==> src/design/fcs_pkg.sv <==
// Package for the filter cleaning sequencer.
// Holds the phase and command codes, field widths and the shared state types.
// No dependencies.
`default_nettype none

package fcs_pkg;

    // Field widths.
    localparam int unsigned ActionW   = 2;
    localparam int unsigned PhaseW    = 3;
    localparam int unsigned EdgeW     = 4;
    localparam int unsigned SettleW   = 8;
    localparam int unsigned StuckW    = 16;
    localparam int unsigned SecondsW  = 32;
    localparam int unsigned CfgIndexW = 2;
    localparam int unsigned CfgDataW  = 32;

    // Commands carried with each input transaction.
    localparam logic [ActionW-1:0] ACT_TICK  = 2'd0;
    localparam logic [ActionW-1:0] ACT_START = 2'd1;
    localparam logic [ActionW-1:0] ACT_STOP  = 2'd2;

    // Sequencer phase codes.
    localparam logic [PhaseW-1:0] PH_STOPPED  = 3'd0;
    localparam logic [PhaseW-1:0] PH_STARTED  = 3'd1;
    localparam logic [PhaseW-1:0] PH_COUNTING = 3'd2;
    localparam logic [PhaseW-1:0] PH_SETTLING = 3'd3;
    localparam logic [PhaseW-1:0] PH_WAITING  = 3'd4;

    // Configuration register indexes.
    localparam logic [CfgIndexW-1:0] REG_EDGE_TARGET   = 2'd0;
    localparam logic [CfgIndexW-1:0] REG_SETTLE_TICKS  = 2'd1;
    localparam logic [CfgIndexW-1:0] REG_STUCK_TICKS   = 2'd2;
    localparam logic [CfgIndexW-1:0] REG_CYCLE_SECONDS = 2'd3;

    // Configuration reset values.
    localparam logic [EdgeW-1:0]    EDGE_TARGET_RST   = 4'd10;
    localparam logic [SettleW-1:0]  SETTLE_TICKS_RST  = 8'd90;
    localparam logic [StuckW-1:0]   STUCK_TICKS_RST   = 16'd3000;
    localparam logic [SecondsW-1:0] CYCLE_SECONDS_RST = 32'd21600;

    typedef struct packed {
        logic [EdgeW-1:0]    edge_target;
        logic [SettleW-1:0]  settle_ticks;
        logic [StuckW-1:0]   stuck_ticks;
        logic [SecondsW-1:0] cycle_seconds;
    } cfg_t;

    typedef struct packed {
        logic [PhaseW-1:0]   phase;
        logic [EdgeW-1:0]    edge_count;
        logic [SettleW-1:0]  settle_count;
        logic [SecondsW-1:0] cycle_start;
        logic                prev_pin;
        logic                enable;
        logic                enable_prev;
        logic                check_armed;
        logic [StuckW-1:0]   stuck_count;
        logic                fault;
    } state_t;

endpackage

`default_nettype wire

==> src/design/fcs_cfg_regs.sv <==
// Configuration register bank of the filter cleaning sequencer.
// Depends on fcs_pkg for the register indexes, widths and reset values.
`default_nettype none

module fcs_cfg_regs (
    input  wire                              aclk,
    input  wire                              aresetn,
    input  wire                              cfg_valid,
    output logic                             cfg_ready,
    input  wire  [fcs_pkg::CfgIndexW-1:0]    cfg_index,
    input  wire  [fcs_pkg::CfgDataW-1:0]     cfg_data,
    output fcs_pkg::cfg_t                    cfg
);

    fcs_pkg::cfg_t cfg_reg;
    fcs_pkg::cfg_t cfg_next;

    assign cfg_ready = 1'b1;
    assign cfg      = cfg_reg;

    always_comb begin
        cfg_next = cfg_reg;
        if (cfg_valid) begin
            unique case (cfg_index)
                fcs_pkg::REG_EDGE_TARGET: begin
                    cfg_next.edge_target = cfg_data[fcs_pkg::EdgeW-1:0];
                end
                fcs_pkg::REG_SETTLE_TICKS: begin
                    cfg_next.settle_ticks = cfg_data[fcs_pkg::SettleW-1:0];
                end
                fcs_pkg::REG_STUCK_TICKS: begin
                    cfg_next.stuck_ticks = cfg_data[fcs_pkg::StuckW-1:0];
                end
                fcs_pkg::REG_CYCLE_SECONDS: begin
                    cfg_next.cycle_seconds = cfg_data[fcs_pkg::SecondsW-1:0];
                end
                default: begin
                    cfg_next = cfg_reg;
                end
            endcase
        end
    end

    always_ff @(posedge aclk) begin
        if (!aresetn) begin
            cfg_reg.edge_target   <= fcs_pkg::EDGE_TARGET_RST;
            cfg_reg.settle_ticks  <= fcs_pkg::SETTLE_TICKS_RST;
            cfg_reg.stuck_ticks   <= fcs_pkg::STUCK_TICKS_RST;
            cfg_reg.cycle_seconds <= fcs_pkg::CYCLE_SECONDS_RST;
        end else begin
            cfg_reg <= cfg_next;
        end
    end

endmodule

`default_nettype wire

==> src/design/fcs_step.sv <==
// Next-state logic of the filter cleaning sequencer for one command or tick.
// Depends on fcs_pkg for the state and configuration types and the codes.
`default_nettype none

module fcs_step (
    input  fcs_pkg::state_t                  cur,
    input  fcs_pkg::cfg_t                    cfg,
    input  wire  [fcs_pkg::ActionW-1:0]      action,
    input  wire                              pin,
    input  wire  [fcs_pkg::SecondsW-1:0]     now,
    output fcs_pkg::state_t                  nxt
);

    always_comb begin
        fcs_pkg::state_t st;
        logic                          ref_pin;
        logic [fcs_pkg::SecondsW-1:0]  elapsed;

        st      = cur;
        ref_pin = cur.prev_pin;
        elapsed = now - cur.cycle_start;

        unique case (action)
            fcs_pkg::ACT_TICK: begin
                // Sequencer phase update.
                unique case (cur.phase)
                    fcs_pkg::PH_STARTED: begin
                        if (pin) begin
                            st.phase = fcs_pkg::PH_COUNTING;
                        end
                    end
                    fcs_pkg::PH_COUNTING: begin
                        if (pin && !cur.prev_pin) begin
                            st.edge_count = cur.edge_count + 1'b1;
                            if (st.edge_count == cfg.edge_target) begin
                                st.edge_count = '0;
                                st.phase      = fcs_pkg::PH_SETTLING;
                            end
                        end
                    end
                    fcs_pkg::PH_SETTLING: begin
                        st.settle_count = cur.settle_count + 1'b1;
                        if (st.settle_count >= cfg.settle_ticks) begin
                            st.settle_count = '0;
                            st.enable       = 1'b0;
                            st.phase        = fcs_pkg::PH_WAITING;
                            st.cycle_start  = now;
                        end
                    end
                    fcs_pkg::PH_WAITING: begin
                        if (elapsed == cfg.cycle_seconds) begin
                            st.phase  = fcs_pkg::PH_COUNTING;
                            st.enable = 1'b1;
                        end
                    end
                    default: begin
                        st.phase = cur.phase;
                    end
                endcase

                // Stuck-sensor watchdog, evaluated on the updated phase and enable.
                if (st.phase != fcs_pkg::PH_STOPPED) begin
                    if (st.enable && !cur.enable_prev) begin
                        st.stuck_count = '0;
                        st.check_armed = 1'b1;
                        ref_pin        = pin;
                    end else if (!st.enable) begin
                        st.stuck_count = '0;
                        st.check_armed = 1'b0;
                    end
                    st.enable_prev = st.enable;
                    if (st.check_armed) begin
                        if (pin != ref_pin) begin
                            st.stuck_count = '0;
                        end else begin
                            st.stuck_count = st.stuck_count + 1'b1;
                            if (st.stuck_count >= cfg.stuck_ticks) begin
                                st.stuck_count = '0;
                                st.fault       = 1'b1;
                            end
                        end
                    end
                end else begin
                    st.check_armed = 1'b0;
                    st.enable_prev = 1'b0;
                end
                st.prev_pin = pin;
            end
            fcs_pkg::ACT_START: begin
                st.phase  = fcs_pkg::PH_STARTED;
                st.enable = 1'b1;
            end
            fcs_pkg::ACT_STOP: begin
                st.edge_count   = '0;
                st.settle_count = '0;
                st.fault        = 1'b0;
                st.phase        = fcs_pkg::PH_STOPPED;
                st.enable       = 1'b0;
            end
            default: begin
                st = cur;
            end
        endcase

        nxt = st;
    end

endmodule

`default_nettype wire

==> src/design/filter_cleaning_sequencer.sv <==
// Top level of the filter cleaning sequencer: stream ports, input and result
// registers, sequencer state. Depends on fcs_pkg, fcs_cfg_regs and fcs_step.
`default_nettype none

// The sequencer takes one transaction per cycle on its input stream and returns
// exactly one result transaction for each, in order. A transaction is a start
// command, a stop command or a tick (tuser selects which); a tick carries the
// sensor pin level and the running seconds count in tdata. Each result reports
// the drive enable, the sticky stuck-sensor fault and the phase as they stand
// after that transaction. An accepted transaction is held in an input register,
// the next state is formed by shallow combinational compare and count logic,
// and the result lands in an output register at the first edge on which the
// result slot is free; the sustained rate is one transaction per cycle while
// the result stream does not stall. The loop that limits this rate is the
// update of the sequencer state register from its own value. While the result
// register is full and not taken, the input register still accepts one more
// transaction. The configuration registers are written through their own
// channel, which is always ready, and should only be changed while the block
// has no transaction in flight.

module filter_cleaning_sequencer (
    input  wire                              aclk,
    input  wire                              aresetn,

    // Input stream.
    input  wire                              s_tvalid,
    output logic                             s_tready,
    input  wire  [39:0]                      s_tdata,   // [0] sensor_pin, [32:1] seconds_now
    input  wire  [1:0]                       s_tuser,   // [1:0] action

    // Result stream.
    output logic                             m_tvalid,
    input  wire                              m_tready,
    output logic [7:0]                       m_tdata,   // [0] drive_enable, [1] fault,
                                                        // [4:2] phase

    // Configuration write channel.
    input  wire                              cfg_valid,
    output logic                             cfg_ready,
    input  wire  [fcs_pkg::CfgIndexW-1:0]    cfg_index,
    input  wire  [fcs_pkg::CfgDataW-1:0]     cfg_data
);

    fcs_pkg::cfg_t   cfg;
    fcs_pkg::state_t state_reg;
    fcs_pkg::state_t state_next;

    // Input register.
    logic                           in_vld_reg;
    logic [fcs_pkg::ActionW-1:0]    in_action_reg;
    logic                           in_pin_reg;
    logic [fcs_pkg::SecondsW-1:0]   in_now_reg;

    // Result register.
    logic                           out_vld_reg;
    logic                           out_enable_reg;
    logic                           out_fault_reg;
    logic [fcs_pkg::PhaseW-1:0]     out_phase_reg;

    logic out_free;
    logic advance;
    logic in_take;

    fcs_cfg_regs u_cfg (
        .aclk      (aclk),
        .aresetn   (aresetn),
        .cfg_valid (cfg_valid),
        .cfg_ready (cfg_ready),
        .cfg_index (cfg_index),
        .cfg_data  (cfg_data),
        .cfg       (cfg)
    );

    fcs_step u_step (
        .cur    (state_reg),
        .cfg    (cfg),
        .action (in_action_reg),
        .pin    (in_pin_reg),
        .now    (in_now_reg),
        .nxt    (state_next)
    );

    // The result slot frees up when it is empty or being taken this cycle.
    assign out_free = !out_vld_reg || m_tready;
    assign advance  = in_vld_reg && out_free;
    assign s_tready = !in_vld_reg || out_free;
    assign in_take  = s_tvalid && s_tready;

    assign m_tvalid = out_vld_reg;
    assign m_tdata  = {3'b000, out_phase_reg, out_fault_reg, out_enable_reg};

    // Input register control and payload.
    always_ff @(posedge aclk) begin
        if (!aresetn) begin
            in_vld_reg <= 1'b0;
        end else if (s_tready) begin
            in_vld_reg <= s_tvalid;
        end
    end

    always_ff @(posedge aclk) begin
        if (in_take) begin
            in_action_reg <= s_tuser;
            in_pin_reg    <= s_tdata[0];
            in_now_reg    <= s_tdata[32:1];
        end
    end

    // Sequencer state advances once per transaction that moves to the result.
    always_ff @(posedge aclk) begin
        if (!aresetn) begin
            state_reg <= '0;
        end else if (advance) begin
            state_reg <= state_next;
        end
    end

    // Result register.
    always_ff @(posedge aclk) begin
        if (!aresetn) begin
            out_vld_reg <= 1'b0;
        end else if (advance) begin
            out_vld_reg <= 1'b1;
        end else if (m_tready) begin
            out_vld_reg <= 1'b0;
        end
    end

    always_ff @(posedge aclk) begin
        if (advance) begin
            out_enable_reg <= state_next.enable;
            out_fault_reg  <= state_next.fault;
            out_phase_reg  <= state_next.phase;
        end
    end

    // The drive is enabled exactly in the started, counting and settling phases.
    a_enable_matches_phase: assert property (@(posedge aclk) disable iff (!aresetn)
        state_reg.enable == (state_reg.phase == fcs_pkg::PH_STARTED ||
                             state_reg.phase == fcs_pkg::PH_COUNTING ||
                             state_reg.phase == fcs_pkg::PH_SETTLING))
        else $error("drive enable disagrees with sequencer phase");

    // A stop command that completes leaves the sequencer stopped with no fault.
    a_stop_clears: assert property (@(posedge aclk) disable iff (!aresetn)
        (advance && in_action_reg == fcs_pkg::ACT_STOP) |=>
            (state_reg.phase == fcs_pkg::PH_STOPPED && !state_reg.fault &&
             !state_reg.enable))
        else $error("stop command did not clear the sequencer");

    // A held input transaction is not dropped while the result slot is busy.
    a_input_held: assert property (@(posedge aclk) disable iff (!aresetn)
        (in_vld_reg && !out_free) |=> (in_vld_reg && $stable(in_action_reg)))
        else $error("pending input transaction lost under backpressure");

    // The phase never leaves its defined range.
    a_phase_range: assert property (@(posedge aclk) disable iff (!aresetn)
        state_reg.phase <= fcs_pkg::PH_WAITING)
        else $error("sequencer phase out of range");

endmodule

`default_nettype wire
==> config.mk <==
export PLATFORM = sky130hd
export DESIGN_NAME = filter_cleaning_sequencer
export DESIGN_NICKNAME = d
export VERILOG_FILES = /design/src/design/fcs_pkg.sv /design/src/design/fcs_cfg_regs.sv /design/src/design/fcs_step.sv /design/src/design/filter_cleaning_sequencer.sv
export SDC_FILE = /design/constraint.sdc
export NUM_CORES = 1
export LEC_CHECK = 0
export ABC_AREA = 1
export BUFFER_PORTS_ARGS = -buffer_cell sky130_fd_sc_hd__buf_4
export CELL_PAD_IN_SITES_DETAIL_PLACEMENT = 0
export CELL_PAD_IN_SITES_GLOBAL_PLACEMENT = 2
export CORE_MARGIN = 2
export CORE_UTILIZATION = 31
export DETAILED_ROUTE_END_ITERATION = 6
export GPL_TIMING_DRIVEN = 0
export PLACE_DENSITY = 0.88
export SYNTH_ARGS = -nofsm -noshare
export SYNTH_HDL_FRONTEND = slang
export SYNTH_SLANG_ARGS = --single-unit
==> constraint.sdc <==
create_clock -name aclk -period 5.5 [get_ports aclk]
set_clock_uncertainty 0.1 [all_clocks]
set_input_delay 1.1 -clock aclk [delete_from_list [all_inputs] [get_ports aclk]]
set_output_delay 1.1 -clock aclk [all_outputs]
set_load 0.02 [all_outputs]
# After elaboration in Yosys (flattened, before gate mapping)
# Index checks and enable logic that the tools add are counted.
[word_totals] register_bits=170 latch_bits=0 mem_bits_rw=0 rom_bits=0 input_bits=81 output_inout_bits=11 elab_cells=100 n_memories=0
[classes] add_sub_neg=4 multipliers=0 div=0 n_lt_le_gt_ge=2 eq_ne=15 n_shift=0 n_mux=33 bitwise=0 n_reduce_logical=24
[op_table] cell="two-way mux 17 bit" count=6
[op_table] cell="two-way mux 40 bit" count=2
[op_table] cell="== test 32 bit" count=1
[op_table] cell="subtractor 32 bit" count=1
[op_table] cell="case mux 12 bit (2 select lines)" count=1
[op_table] cell="adder 16 x 1 -> 16 bit, second input constant" count=1
[op_table] cell="greater-or-equal comparator 16 bit" count=1
[op_table] cell="two-way mux 16 bit" count=1
[op_table] cell="two-way mux 7 bit" count=2
[op_table] cell="two-way mux 3 bit" count=4
[op_table] cell="case mux 3 bit (4 select lines)" count=1
[op_table] cell="two-way mux 1 bit" count=10
[op_table] cell="AND reduction 2 bit" count=5
[op_table] cell="case mux 3 bit (3 select lines)" count=1
[op_table] cell="adder 8 x 1 -> 8 bit, second input constant" count=1
[op_table] cell="greater-or-equal comparator 8 bit" count=1
[op_table] cell="AND reduction 4 bit" count=2
[op_table] cell="== test 2 bit, second input constant" count=3
[op_table] cell="== test 3 x 2 -> 1 bit, second input constant" count=2
[op_table] cell="AND reduction 3 bit" count=2
[op_table] cell="adder 4 x 1 -> 4 bit, second input constant" count=1
[op_table] cell="== test 2 x 1 -> 1 bit, second input constant" count=2
[op_table] cell="== test 4 bit" count=1
[op_table] cell="logical AND 1 bit" count=4
[op_table] cell="14 further kinds" count=22

# Longest topological paths before layout
# Gate-level depths: netlist of the first run.
[depth] word_depth=16 depth_mapped=44 depth_no_buf=43

# By module
# From an unflattened synthesis of the first run, not the netlist that was laid out.
[unflattened] cells_unflattened=2070 hier_area_um2=12722.2
[modules_own_cells] mod="fcs_step" instances=1 cells_each=1210 area_each_um2=5886.9 seq_area_each_um2=0.0
[modules_own_cells] mod="filter_cleaning_sequencer" instances=1 cells_each=505 area_each_um2=4406.7 seq_area_each_um2=2602.5
[modules_own_cells] mod="fcs_cfg_regs" instances=1 cells_each=355 area_each_um2=2428.6 seq_area_each_um2=1201.2

# Worst setup path before layout of the first run
# Ideal clock, no wire load.
[synth_timing] path_type="register -> register" startpoint="register in_now_reg[0] in the netlist's numbering" endpoint="register state_reg[7] in the netlist's numbering" setup_ps=66 t_arrival_ps=4965 required_ps=5334 setup_slack_ps=369 stages_incl_launch_ff=43 path_buffers=3 period_less_slack_ps=5131 path_cell_list="edfxtp_1 > inv_1 > ha_1 > fa_1 > inv_1 > nand3_1 > nand2_2 > nand2_1 > nand2_1 > nand2_1 > nand2_2 > nand2_2 > nand2_1 > nand2_1 > nand3_1 > nand2_1 > nor2_1 > nand2_1 > (+7 left out) > nand4_1 > nor2_1 > nand4_1 > nand2_1 > inv_1 > ha_1 > nand2_1 > inv_1 > nand3_1 > a21oi_1 > a2111oi_0 > o31ai_1 > a31oi_1 > and3_1 > buf_4 > buf_6 > nand2_1 > a21oi_2"
[synth_between] elab_chain_len=14 word_cells_on_any_way=24 classes_between="add/sub (2); order compare (1); eq/ne (2); mux (16); reduce/logical (3)"
[synth_rtl] item="start: declaration" line="filter_cleaning_sequencer.sv:52" source="logic [fcs_pkg::SecondsW-1:0] in_now_reg;"
[synth_rtl] item="start signal: assignment" line="filter_cleaning_sequencer.sv:105" source="in_now_reg <= s_tdata[32:1];"
[synth_rtl] item="subtractor 32 bit (*)" line="fcs_step.sv:21" source="elapsed = now - cur.cycle_start;"
[synth_rtl] item="== test 32 bit (*)" line="fcs_step.sv:51" source="if (elapsed == cfg.cycle_seconds) begin"
[synth_rtl] item="two-way mux 1 bit" line="fcs_step.sv:51"
[synth_rtl] item="case mux 1 bit (2 select lines)" line="fcs_step.sv:26" source="unique case (cur.phase)"
[synth_rtl] item="two-way mux 1 bit" line="fcs_step.sv:23" source="unique case (action)"
[synth_rtl] item="two-way mux 17 bit / logical AND 1 bit (equally long branches)" line="fcs_step.sv:67, fcs_step.sv:63"
[synth_rtl] item="two-way mux 17 bit" line="fcs_step.sv:63" source="if (st.enable && !cur.enable_prev) begin"
[synth_rtl] item="two-way mux 17 bit" line="fcs_step.sv:62" source="if (st.phase != fcs_pkg::PH_STOPPED) begin"
[synth_rtl] item="two-way mux 17 bit" line="fcs_step.sv:23"
[synth_rtl] item="adder 16 x 1 -> 16 bit" line="fcs_step.sv:76" source="st.stuck_count = st.stuck_count + 1'b1;"
[synth_rtl] item="greater-or-equal comparator 16 bit" line="fcs_step.sv:77" source="if (st.stuck_count >= cfg.stuck_ticks) begin"
[synth_rtl] item="two-way mux 17 bit" line="fcs_step.sv:77"
[synth_rtl] item="two-way mux 16 bit" line="fcs_step.sv:73" source="if (pin != ref_pin) begin"
[synth_rtl] item="two-way mux 17 bit" line="fcs_step.sv:72" source="if (st.check_armed) begin"
[synth_rtl] item="end signal: assignment" line="filter_cleaning_sequencer.sv:114" source="state_reg <= state_next;"
[synth_rtl] item="end: declaration" line="filter_cleaning_sequencer.sv:45" source="fcs_pkg::state_t state_reg;"
# Every way passes the cells marked *; elsewhere a longest branch is shown, timed or not. The select of a mux whose other input is x is not followed.
# A chain may end at the register's enable or synchronous reset.

# Worst setup path in the final report of the first run
[layout_timing] startpoint="register in_now_reg[12] in the netlist's numbering" endpoint="register state_reg[12] in the netlist's numbering"
# The elaborated chain is that of the path after synthesis.

==> results of run 1 <==
-- cell usage in the layout, fill, tap and decap left out, drive strengths merged, types with 17 or more instances in the layout --
cell / n
a21oi: 124
buf: 135
clkbuf: 51
dfxtp: 130
edfxtp: 40
ha: 58
inv: 298
nand2: 379
nand3: 106
nor2: 149
o21ai: 124
xnor2: 17
xor2: 21
-- worst max-delay path, delay by kind of cell, from the launching register on --
kind,cells,cell delay [ns]
and+or+nand+nor,20,2.59
AOI/OAI and AO/OA,7,1.20
adders and majority gates,3,0.71
buffers and inverters,8,0.61
DFF,1,0.42
-- final cells by class --
cell class | instances | area, um2
Buffer | 44 | 223
Clock buffer | 18 | 439
Clock inverter | 14 | 144
Fill cell | 3575 | 20500
Inverter | 288 | 1090
Multi-Input combinational cell | 1063 | 5900
Sequential cell | 170 | 3800
Tap cell | 448 | 561
Timing Repair Buffer | 124 | 987
-- path summary, 6_finish.rpt --
kind	from	to	slack (ns)	cells after the start
hold / removal	state_reg[28]	state_reg[28]	0.36	2
setup / recovery	in_now_reg[12]	state_reg[12]	-0.20	38
hold reg to reg	state_reg[28]	state_reg[28]	0.36	2
setup reg to reg	in_now_reg[12]	state_reg[12]	-0.20	38
-- layer usage --
metal	wire (um)	global-route usage [%]
met5	0	0
met4	718	6.07
met3	1190	2.82
met2	15700	32.9
met1	14900	23.1
-- stage by stage --
step                setup slack (ns)  cell area (um2)  hold WS, ns  utilization [%]
floorplan                      0.369            10600        0.331                -
global placement               -1.41            11800        0.348             35.1
detailed placement             -1.47            11800        0.354             35.1
CTS                           -0.499            12900        0.365             38.5
global route                  -0.611            13100        0.383             39.1
finish                        -0.195            13100        0.362             39.1
-- timing repair --
action,in CTS,in global routing
setup buffers,43,8
setup endpoints to repair,18,18
gates cloned,1,0
pin swaps,32,45
resized for setup,45,61
hold buffers,0,0
-- power by group --
part / internal (uW) / switching [uW] / total [uW]
sequential: 1330 / 29.5 / 1360
clock: 621 / 606 / 1230
combinational: 177 / 287 / 464
-- cells by family after synthesis --
family          share of synthesized area, %
other cells                           0.0707
buf+inv                                 12.3
xor+xnor                                3.41
fa+ha+maj                               7.02
simple gates                            27.3
compound gates                          14.1
flops                                   35.8
==> run metrics, run 1 <==
Avg Cell Area, Syn=6.79 um2; post-detail-place hpwl=between 20,000 and 30,000 um; First DRT Iteration DRCs=about 470; Max VDD drop=approximately 0.00023 V; PnR worst setup slack=-0.195 ns; Via density=approximately 4.7; via count=10,162; gr ovfl total=0; failing checks=setup timing; P_leak=approximately 0.0063 uW; Ys Warns=0; worst rel slew slack=between 30% and 40%; Yosys reg bits=170; Yosys cell types=50; Post-Syn Instances=between 1,500 and 2,000; CP max-delay cell=edfxtp_1; IO Pins=just over 90; vias in the first global route=10,005; Yosys top cell area share=between 20 and 25%; Power Density=between 200 and 250 nW/um2; Initial Util=a little under a third; largest net degree at the start of global routing=36; Pre-Repair DR Iteration Count=5; power consumption=3050 uW; Fmax=roughly 0.18 GHz; H-tree depth=4; clk_lat worst skew=approximately 0.44 ns; Slew Viols, Final=0; worst setup path class=reg -> reg; Critical Path Sink Type=flop; dpl cells=about 2,100; Max Buffers Root-to-Sink=2; ys async rst share=0%; RSZ-0062 raised after global routing=yes; worst hold path type=reg -> reg; Crit path required time=approximately 5.8 ns; Routed WL=around 33,000 um; CTS clk-pin slew, worst paths=0.08 ns; Seq/Total Area, Yosys=~36%; setup TNS=-2.25 ns; Worst Path Arrival=between 5 and 6 ns; Antenna Violating Nets Remaining=0; Nets=1,848; run status=complete, but fails checks; final non-filler cell total=2,169; top-count cell post-synth=nand2_1; Port Buffers=80; Area Overhead vs Synth=23.7%; WL/cell=15.0 um; chip width=~190 um; Crit path largest cell delay=~0.42 ns; Routability Congestion=~0.88; Global Route Usage Sum=a little under a fifth; initial antenna violation count=0; Mapped Area=about 11,000 um2; total CTS buffers=17; setup violators final=18; Max FO, Critical Path=5; Die ar.=roughly 36,000 um2; # DRC=0; Core ar.=roughly 34,000 um2; TritonCTS clock tree=built; Final Hold Fails=0; largest area contributor in the netlist=dfxtp_1; synth cell count leaders=nand2_1, inv_1, nor2_1; die span in y=between 150 and 200 um; Final period util=104%; root buf cell=clkbuf_16; Main synth FF type=dfxtp_1; # Max-Cap Violations=0; CP Launch Type=flop; Inserted Diodes=0; post-route minimum period=5.70 ns; Area contributors post-synth=dfxtp_1, nand2_1, edfxtp_1; first-pass GRT wire length=between 50,000 and 60,000 um; clock sink count=170; FP Rows=67; layout cells sized above 1=between 10% and 20%; Largest register FFs=roughly 70; Worst path most repeated cell=nand2_1; Tightest Pin Transition=~0.94 ns; EDFF count, synth=40
No activity file was read; power rests on OpenSTA's default activity.
==> run 2, diff against run 1 <==
--- a/config.mk
+++ b/config.mk
@@ -13,7 +13,7 @@
 export CORE_UTILIZATION = 31
 export DETAILED_ROUTE_END_ITERATION = 6
 export GPL_TIMING_DRIVEN = 0
-export PLACE_DENSITY = 0.88
+export PLACE_DENSITY_LB_ADDON = 0.1
 export SYNTH_ARGS = -nofsm -noshare
 export SYNTH_HDL_FRONTEND = slang
 export SYNTH_SLANG_ARGS = --single-unit
==> run 2 against run 1 <==
The run still ends with setup timing left. Fmax shrank 1.2%. Via count shrank 1.7%. Largest cell class unchanged. Count of clock-buffer cells in the layout is the same. Power grew 0.33%. Critical path depth grew 2. Non-clock buffer count shrank 6. Die area is the same. Register-to-register slack lost 0.07 ns. Clock power is essentially flat.
==> run metrics, run 2 (synthesis results as in run 1) <==
worst setup path class=reg -> reg; CP top delay family=buffers and inverters; P_leak=0.00623 uW (-1.7%); First DRT Iteration DRCs=427 (-8.6%); most frequent cells in the layout=nand2_1, inv_1, nor2_1; Critical Path Sink Type=flop; clk_lat worst skew=0.46 ns (+0.02 ns); via count=9,989 (-1.7%); post-detail-place hpwl=26,900 um (+7.0%); gr ovfl total=0 (unchanged); initial antenna violation count=0 (unchanged); Slew Viols, Final=0 (unchanged); CP max-delay cell=fa_2; Pre-Repair DR Iteration Count=5 (unchanged); CTS clk-pin slew, worst paths=0.07 ns (about the same); die span in y=189 um (unchanged); Core ar.=33,600 um2 (unchanged); Die ar.=35,800 um2 (unchanged); # Max-Cap Violations=0 (unchanged); vias in the first global route=9,862 (-1.4%); area occupied by multi-input gates=5810 um2 (-1.5%); setup violators final=18 (unchanged); Largest register FFs=68 (unchanged); power consumption=3060 uW (+0.33%); chip width=189 um (unchanged); Final Hold Fails=0 (unchanged); largest net degree at the start of global routing=36 (unchanged); Fmax=0.173 GHz (-1.2%); Nets=1,842 (-0.32%); Max Buffers Root-to-Sink=2 (unchanged); TritonCTS clock tree=built; post-route minimum period=5.77 ns (+0.0702 ns); utilization after layout=38.6% (-0.49 points); Final period util=105% (+1.3 points); Routed WL=34,000 um (+4.5%); layout cells sized above 1=15.2% (-1.2 points); root buf cell=clkbuf_16; IO Pins=92 (unchanged); Tightest Pin Transition=0.919 ns (-0.0233 ns); run status=complete, but fails checks; Via density=4.62 (-1.4%); Worst path most repeated cell=buf_4; Area Overhead vs Synth=22.2%; Global Route Usage Sum=19.5% (+0.95 points); Setup Slack @ Placement=-1.71 ns (-0.242 ns); commonest non-fill, non-tap cell in the layout=nand2_1; clock sink count=170 (unchanged); RSZ-0062 raised after global routing=yes; Crit path largest cell delay=0.56 ns (+0.14 ns); setup TNS=-3.74 ns (-1.49 ns); FP Rows=67 (unchanged); register area=3800 um2 (unchanged); Port Buffers=80 (unchanged); total CTS buffers=17 (unchanged); # DRC=0 (unchanged); Worst Path Arrival=6.01 ns (+0.02 ns); Max FO, Critical Path=3 (-2); Routability Congestion=0.828 (-6.2%); Inserted Diodes=0 (unchanged); Crit path required time=5.74 ns (-0.05 ns); Power Density=236 nW/um2 (+1.6%); Antenna Violating Nets Remaining=0 (unchanged); buffers plus inverters on the worst setup path=18 (+10); H-tree depth=4 (unchanged); PnR worst setup slack=-0.265 ns (-0.0702 ns); Fillers=3,708 (+3.7%); failing checks=setup timing; worst rel slew slack=38.2% (+1.6 points); Initial Util=31.6% (unchanged); first-pass GRT wire length=53,600 um (+3.4%); worst hold path type=reg -> reg; CP Launch Type=flop; Max VDD drop=0.000210 V (-9.1%); WL/cell=15.7 um (+4.9%)
## run 2: cell count changes in the layout (fill, tap and decap cells not counted), moves of 3 or more
cell / previous run / this run
buf_4: 122 / 119
nand3_2: 8 / 13
a21oi_1: 105 / 111
a21oi_2: 17 / 12
nand3_1: 95 / 91
nand2_1: 351 / 356
inv_8: 8 / 4
nand2_4: 6 / 1
ha_1: 51 / 55
## run 2: layout make-up
| type | instances | area share (%) |
|---|---|---|
| Multi-Input combinational cell | 1063 | 44.7 |
| Sequential cell | 170 | 29.3 |
| Inverter | 288 | 8.39 |
| Timing Repair Buffer | 117 | 6.95 |
| Tap cell | 448 | 4.32 |
| Clock buffer | 18 | 3.47 |
| Buffer | 45 | 1.84 |
| Clock inverter | 13 | 1.00 |
## run 2: per-layer routing
layer  vias up  global-route usage [%]  share of wire, %
met5         -                       0                 0
met4         0                    5.29               1.4
met3        33                    2.95               3.0
met2       129                    34.7                50
met1      4576                    24.5                46
li1       5251                       -                 -
## run 2: per-stage QoR
| stage | std cells | hold slack, ns | area (um2) |
|---|---|---|---|
| after floorplan | 1566 | 0.331 | 10600 |
| after global placement | 2094 | 0.350 | 11800 |
| after detailed placement | 2094 | 0.354 | 11800 |
| after CTS | 2155 | 0.365 | 12800 |
| after global routing | 2162 | 0.376 | 13000 |
| final | 2162 | 0.358 | 13000 |
## run 2: worst paths after layout
kind / cells after the start / start / end / slack (ns)
worst max-delay path: 40 / in_now_reg[0] / state_reg[15] / -0.27
worst min-delay path: 2 / state_reg[33] / state_reg[33] / 0.36
worst max register to register: 40 / in_now_reg[0] / state_reg[15] / -0.27
worst min register to register: 2 / state_reg[33] / state_reg[33] / 0.36
## run 2: power by group
part / leakage, uW / internal [uW] / switching, uW / total (uW)
Combinational: 0.00450 / 172 / 287 / 459
Clock: 0.000286 / 662 / 580 / 1240
Sequential: 0.00145 / 1330 / 29.7 / 1360
Total: 0.00623 / 2160 / 897 / 3060
## run 2: what timing repair did
| item | 4_1_cts | 5_1_grt |
|---|---|---|
| endpoints found under the hold margin | 0 | 0 |
| gates resized for setup | 47 | 34 |
| endpoints found under the setup margin | 18 | 18 |
| cloned | 0 | 0 |
| hold buffers | 0 | 0 |
| setup buffers | 31 | 8 |
| pin swaps | 32 | 31 |
## run 2: worst min-delay path, stage by stage (launching register included)
cell	delay, ns
dfxtp_1	0.30
inv_1	0.06
a21oi_1	0.05
